## config.mk

```make
export PLATFORM = sky130hd
export DESIGN_NAME = stc_prep
export DESIGN_NICKNAME = d
export VERILOG_FILES = /design/src/sv/stc_pkg.sv /design/src/sv/stc_prep.sv
export SDC_FILE = /design/constraint.sdc
export NUM_CORES = 1
export LEC_CHECK = 0
export BUFFER_PORTS_ARGS = -buffer_cell sky130_fd_sc_hd__buf_2
export CORE_AREA = 2 2 343 345
export CTS_CLUSTER_SIZE = 12
export DETAILED_ROUTE_END_ITERATION = 10
export DIE_AREA = 0 0 345 347
export PLACE_DENSITY = 0.49
export SYNTH_ARGS = -nofsm -noshare
export SYNTH_HDL_FRONTEND = slang
export SYNTH_SLANG_ARGS = --single-unit
```

## constraint.sdc

```tcl
create_clock -name clk -period 4.4 [get_ports clk]
set_input_delay 1.32 -clock clk [delete_from_list [all_inputs] [get_ports clk]]
set_output_delay 1.32 -clock clk [all_outputs]
set_load 0.02 [all_outputs]
```

## src/sv/stc_pkg.sv

```systemverilog
// ----------------------------------------------------------------------------
// stc_pkg: shared types and constants
// Pipeline word, fixed-point constants and the divider step used by the
// soil thermal conductivity pipeline.
// ----------------------------------------------------------------------------
package stc_pkg;

	localparam logic [15:0] ONE15          = 16'd32768;
	localparam logic [15:0] SAT_TENTH      = 16'd3277;
	localparam logic [16:0] LOG2_ICE_Q16   = 17'd74547;
	// magnitude of log2(0.57) in Q16, applied with negative sign
	localparam logic [15:0] LOG2_WATER_Q16 = 16'd53147;
	localparam logic [29:0] LN2_Q30        = 30'd744261118;
	localparam logic [28:0] LOG10_2_Q30    = 29'd323228497;
	localparam logic [31:0] Q30            = 32'h4000_0000;
	localparam int          EXP_BIAS       = 16;
	localparam int          N_MAX          = 4;
	localparam int          KSAT_SHIFT0    = 18;

	localparam int QUOT_BITS      = 16;
	localparam int DIV_STEP_BITS  = 2;
	localparam int DIV_STAGES     = QUOT_BITS / DIV_STEP_BITS;
	localparam int HORNER_TERMS   = 9;
	localparam int SQ_STEPS       = 16;

	typedef struct packed {
		logic               zero;
		logic               fdep_nz;
		logic               clip;
		logic [15:0]        kdry;
		logic [17:0]        depth;
		logic [17:0]        wsat;
		logic [35:0]        num;
		logic               big_p;
		logic               big_f;
		logic               big_s;
		logic [17:0]        rem_p;
		logic [17:0]        rem_f;
		logic [17:0]        rem_s;
		logic [15:0]        nb_p;
		logic [15:0]        nb_f;
		logic [15:0]        nb_s;
		logic [15:0]        q_p;
		logic [15:0]        q_f;
		logic [15:0]        q_s;
		logic [16:0]        pf;
		logic [33:0]        pfi;
		logic signed [17:0] pq;
		logic signed [40:0] esum;
		logic [15:0]        frac;
		logic [5:0]         shift;
		logic [29:0]        y;
		logic [31:0]        r;
		logic [31:0]        t;
		logic [31:0]        qe;
		logic [15:0]        ksat;
		logic               direct;
		logic [3:0]         lint;
		logic [31:0]        m;
		logic [15:0]        lfrac;
		logic [19:0]        lneg;
		logic [18:0]        d;
		logic [15:0]        ke;
		logic [32:0]        pa;
		logic [31:0]        pb;
		logic [15:0]        cond;
	} pipe_t;

	function automatic logic [18:0] div_step(input logic [17:0] rem, input logic nbit,
			input logic [17:0] den);
		logic [18:0] t;
		t = {rem, nbit};
		if (t >= {1'b0, den}) begin
			div_step = {1'b1, 18'(t - {1'b0, den})};
		end else begin
			div_step = {1'b0, t[17:0]};
		end
	endfunction

	function automatic pipe_t div_advance(input pipe_t p);
		pipe_t       o;
		logic [18:0] a;
		o = p;
		for (int i = 0; i < DIV_STEP_BITS; i++) begin
			a = div_step(o.rem_p, o.nb_p[15], o.depth);
			o.rem_p = a[17:0];
			o.q_p   = {o.q_p[14:0], a[18]};
			o.nb_p  = {o.nb_p[14:0], 1'b0};
			a = div_step(o.rem_f, o.nb_f[15], o.depth);
			o.rem_f = a[17:0];
			o.q_f   = {o.q_f[14:0], a[18]};
			o.nb_f  = {o.nb_f[14:0], 1'b0};
			a = div_step(o.rem_s, o.nb_s[15], o.wsat);
			o.rem_s = a[17:0];
			o.q_s   = {o.q_s[14:0], a[18]};
			o.nb_s  = {o.nb_s[14:0], 1'b0};
		end
		return o;
	endfunction

endpackage

```

## src/sv/stc_prep.sv

```systemverilog
// ----------------------------------------------------------------------------
// stc_prep: request capture
// Registers a request, forms the saturation numerator and sets up the
// three dividers with their overflow flags.
// ----------------------------------------------------------------------------
module stc_prep import stc_pkg::*; (
	input  logic        clk,
	input  logic        arst_n,
	input  logic        en,
	input  logic        in_vld,
	input  logic [17:0] layer_depth,
	input  logic [17:0] saturation_water,
	input  logic [17:0] holding_capacity,
	input  logic [17:0] wilting_water,
	input  logic [15:0] relative_water,
	input  logic [17:0] ice_amount,
	input  logic [17:0] free_water,
	input  logic [17:0] free_ice,
	input  logic [17:0] frozen_depth,
	input  logic [15:0] dry_conductivity,
	output logic        out_vld,
	output pipe_t       out_p
);

	pipe_t      p1_n, p2_n;
	pipe_t      p1_s, p2_s;
	logic       vld_s1, vld_s2;
	logic [19:0] amt_sum;

	always_comb begin
		amt_sum = 20'(ice_amount) + 20'(wilting_water) + 20'(free_water) + 20'(free_ice);
		p1_n = '0;
		p1_n.zero    = (layer_depth == '0) || (saturation_water == '0);
		p1_n.fdep_nz = (frozen_depth != '0);
		p1_n.kdry    = dry_conductivity;
		p1_n.depth   = layer_depth;
		p1_n.wsat    = saturation_water;
		p1_n.num     = 36'(relative_water) * 36'(holding_capacity) + (36'(amt_sum) << 15);
		p1_n.big_p   = {1'b0, saturation_water} >= {layer_depth, 1'b0};
		p1_n.rem_p   = {1'b0, saturation_water[17:1]};
		p1_n.nb_p    = {saturation_water[0], 15'b0};
		p1_n.big_f   = {1'b0, frozen_depth} >= {layer_depth, 1'b0};
		p1_n.rem_f   = {1'b0, frozen_depth[17:1]};
		p1_n.nb_f    = {frozen_depth[0], 15'b0};
	end

	always_comb begin
		p2_n = p1_s;
		p2_n.big_s = p1_s.num >= ((36'(p1_s.wsat) << 15) + 36'(p1_s.wsat));
		p2_n.rem_s = p1_s.num[33:16];
		p2_n.nb_s  = p1_s.num[15:0];
	end

	always_ff @(posedge clk) begin
		if (en) begin
			p1_s <= p1_n;
			p2_s <= p2_n;
		end
	end

	always_ff @(posedge clk or negedge arst_n) begin
		if (!arst_n) begin
			vld_s1 <= 1'b0;
			vld_s2 <= 1'b0;
		end else if (en) begin
			vld_s1 <= in_vld;
			vld_s2 <= vld_s1;
		end
	end

	assign out_vld = vld_s2;
	assign out_p   = p2_s;

endmodule

```

### Word-level counts from Yosys, hierarchy flattened

Cells that the tools add are included.

| word-level totals | value |
|---|---|
| output and inout bits | 708 |
| bits of input ports | 180 |
| register bits | 293 |
| word-level logic and storage cells | 42 |

| operators by class | value |
|---|---|
| $mul | 1 |
| add/subtract/negate cells | 5 |
| $lt $le $gt $ge | 3 |
| reduce and logical (&&, ||, !) cells | 4 |

Operators by type and width:

| kind | number |
|---|---|
| $ge A18 B19 Y1 | 2 |
| $add A34 B35 Y36 | 1 |
| $ge A36 B34 Y1 | 1 |
| $logic_not A18 Y1 | 2 |
| $add A33 B18 Y34 | 1 |
| $mul A16 B18 Y34 | 1 |
| $add A19 B18 Y20 | 1 |
| $add A20 B18 Y20 | 1 |
| $add A18 B18 Y19 | 1 |
| $reduce_bool A18 Y1 | 1 |
| $logic_or A1 B1 Y1 | 1 |

### Longest topological paths before layout

| depth | value |
|---|---|
| depth after elaboration | 4 |
| gate-level depth with buffers | 26 |
| depth with buffers taken out | 25 |

### Least setup slack after synthesis

No wires, ideal clock.

| timing | value |
|---|---|
| path kind | input port to flip-flop |
| from | input relative_water[9] |
| to | register p1_s[649] (netlist name) (data pin) |
| setup time | 0.256 ns |
| data required time | 4.144 ns |
| arrival | 7.100 ns |
| stages on the path | 22 |
| buffers on the path | 2 |
| path slack | -2.956 ns |
| cells stage by stage | clkbuf_1 -> clkbuf_1 -> nand2_1 -> fa_1 -> inv_1 -> fa_1 -> inv_1 -> fa_1 -> fa_1 -> inv_1 -> fa_1 -> inv_1 -> fa_1 -> inv_1 -> ha_1 -> and3_1 -> or2_1 -> a21oi_1 -> nand2_1 -> a2bb2oi_2 -> or4_1 -> and4_1 |

RTL lines:

| element | line | RTL |
|---|---|---|
| start, declared | stc_prep.sv:15 | `input logic [15:0] relative_water,` |
| end signal, assigned | stc_prep.sv:56 | `p1_s <= p1_n;` |
| end, declared | stc_prep.sv:26 | `pipe_t p1_s, p2_s;` |

==> run summary <==
The flow ran to the end, but the final reports show violations. The via count of the first global-routing pass was 16200. The clock sink count is 223.

The die width is 345 um. The final wirelength came out at 67100 um. The startpoint identified for the worst hold timing path is p1_s[674]. Yosys mapped a number of flops with a built-in enable equal to 221. The number of max-cap violations is 0. The DRC marker count from the first detailed-route iteration is 631.

The timing-limited maximum frequency is 0.151 GHz. For the worst flop-to-flop path, the logic depth is 16. The CTS buffer count is 27. The share of synthesized area in the top cell type comes to 26.3%.

The biggest fanout along the worst timing path is 3. After technology mapping, the gate count stands at 2499. After layout, the worst setup slack is -2230 ps. The total of endpoints with negative setup slack in the final report is 30. The total overflow left after global routing is 0. The layer flagged by global routing as most heavily used is met2. The routing usage on met3 is 1.43%. The maximum number of pins on one net before global-route repair came out at 66. The startpoint identified for the worst register-to-register timing path is p1_s[667].

After synthesis, the cell types taking the most area are edfxtp_1 (26%), fa_1 (22%), buf_4 (18%). The worst setup path is launched from a primary input. The global-route met2 utilization is 18.5%.

The critical path is of the primary input to flop type. The routed layout has 16600 vias. In this run the critical register-to-register path is captured at out_p[613]. Measured against its own limit, the worst slew margin works out to 56.3%. The worst hold path passes through 0 cells. Dividing the detail-routed wire length by the instance count gives 14.6 um. The most instantiated library cell after synthesis is buf_4. The actual transition at the worst max-transition pin came out at 650 ps. Counting I/O delays and the setup requirement, the final critical path takes 6630 ps. At the worst endpoint, the arrival time is 6940 ps.

The register clock-pin slew on the reported worst setup and hold paths is 60 ps. The H-tree depth came out at 1. The synthesized netlist occupies a cell area of 0.0252 mm2. The filler cell count in the final layout came out at 12500. The register-to-register setup slack came out at 420 ps. In this run the worst setup path begins at wilting_water[1]. The most used flip-flop cell after synthesis is edfxtp_1. The number of synthesized register bits is 223. For the worst-skew pair, the clock arrives at the later sink with an insertion delay of 560 ps. The initial core utilization came out at 21.8%. Detailed placement ended at an HPWL of 58300 um. The count of nets left with antenna violations after detail routing is 0. From bottom edge to top edge, the die measures 347 um. Counting flops with an async set or reset pin after synthesis yields a share of 0.897%. The count of pins over their slew limit is 0. The tree is rooted in a clkbuf_16. A synthesized cell averages 10.1 um2. The net total in the final layout came out at 3697. The final-report hold violation count is 0. Data on the critical path is required at its endpoint by 4710 ps.

The checks that failed: setup timing. The detail-routed via count per cell is 3.62. The sequential fraction of the synthesis area is 26.5%. The initial antenna violation count is 11. The count of yosys warnings during synthesis came out at 0. The final critical path takes up 151% of the cycle. The met1 track demand over resource in global routing is 14.0%. The number of top-level pins is 888. The hold-critical path endpoint is out_p[674].

Counting instances in the post-synthesis netlist gives the leading cell types as buf_4 (596), inv_1 (425), fa_1 (279). For this design, the CTS-stage hold fixing added 0 buffers. The CTS tree is done. Across every metal layer, demand over resource in global routing totals 10.6%. The standard cell core area came out at 0.116 mm2. The number of standard-cell rows in the floorplan is 125. The weighted congestion at the end of routability-driven global placement is 0.860. The final setup TNS came out at -45140 ps. The biggest area contributor in the post-synthesis netlist is edfxtp_1. The worst min-delay path category is flop to flop. The first TritonRoute pass finished after 5 iterations.

The detailed-route DRC error count is 0. The setup clock skew after layout is 36.4 ps. The worst setup path is captured at a flop. The share of cells above drive strength 1 came out at 26.8%. The first global-routing pass estimated 97800 um of wire. The die outline area is 0.120 mm2. Setup repair after global routing could not meet its margin everywhere. The number of unique standard cell types used by synthesis came out at 64. The number of port buffers is 343. The area growth from synthesis to layout is 20.8%. Counting along the longest clock path gives a buffer depth of 3.
==> timing repair <==
action                     CTS  global route
gates cloned                 1             1
pin swaps                   69            31
setup endpoints to repair   30            31
buffers inserted            16             7
gates resized for setup    172            62
==> worst max-delay path by stage <==
stage                end  slack, ps  depth (start not counted)
6_report       p1_s[649]      -2230                         23
3_5_place_dp   p1_s[648]      -2860                         26
5_1_grt        p1_s[649]      -2360                         24
3_3_place_gp   p1_s[649]      -2850                         24
4_1_cts        p1_s[649]      -2180                         24
2_1_floorplan  p1_s[649]      -2540                         22
==> cells by family (layout without fill, tap and decap cells) <==
family	Yosys count	in the layout	share of synthesized area, %
DFF	223	223	26.5
adders and majority gates	485	485	32.3
AOI/OAI and AO/OA	195	195	5.15
other	1	548	0.0149
buffers and inverters	1066	1077	24.7
muxes	3	3	0.129
xor gates and xnor gates	59	59	2.05
and+or+nand+nor	467	467	9.14
==> per-stage QoR <==
| step | setup WS [ps] | hold slack (ps) | util, % | cells | cell area (um2) |
|---|---|---|---|---|---|
| final | -2230 | 393 | 26.4 | 4581 | 30500 |
| after global routing | -2360 | 382 | 26.3 | 4577 | 30500 |
| after CTS | -2180 | 376 | 26.1 | 4570 | 30200 |
| after detailed placement | -2860 | 405 | 24.7 | 4503 | 28600 |
| after global placement | -2850 | 401 | 24.7 | 4503 | 28600 |
| after floorplan | -2540 | 400 | - | 3042 | 27900 |
==> metal layers <==
layer,vias to the layer above,part of all wire [%]
met3,72,4.4
met4,4,2.0
met5,-,0.039
met1,8170,44
li1,7839,-
met2,503,49
==> cell usage in the layout (no fill, tap or decap), types with 41 or more instances in the layout <==
| cell type | synthesis | routed |
|---|---|---|
| edfxtp_1 | 221 | 221 |
| ha_1 | 206 | 178 |
| fa_1 | 279 | 269 |
| buf_6 | 0 | 45 |
| conb_1 | 1 | 544 |
| inv_1 | 425 | 393 |
| a21o_1 | 42 | 41 |
| buf_4 | 596 | 212 |
| nand2_1 | 209 | 192 |
| and2_1 | 117 | 106 |
| buf_2 | 0 | 316 |
==> worst max-delay path: stages <==
cell and delay, ps:
buf_8 80, inv_8 20, fa_1 520, inv_1 50, fa_1 480, ha_2 200, inv_2 40, fa_2 480
fa_2 550, inv_2 30, fa_1 450, fa_1 500, inv_2 40, fa_2 560, inv_2 40, ha_4 170
a21oi_4 140, buf_4 140, a21oi_2 70, o31ai_2 260, a2bb2oi_2 120, or4_1 490, and4_1 150
==> area by class of cell <==
type	instances	area [um2]	area share (%)
diodes	4	10.0	0.0328
inverters	425	1600	5.26
clock inverters	13	113	0.369
multi-input cells	1753	15200	49.9
repair buffers	602	4230	13.9
clock buffers	37	733	2.40
well taps	1524	1910	6.25
flip-flops and latches	223	6690	21.9
==> state kept, by name, indices dropped and copies added, names as in the netlist <==
register and flops:
out_p 111, p1_s 110, out_vld 1, vld_s1 1
Power is not shown: default switching activity piles up to over one toggle a cycle in this logic, so the estimate is an artifact.
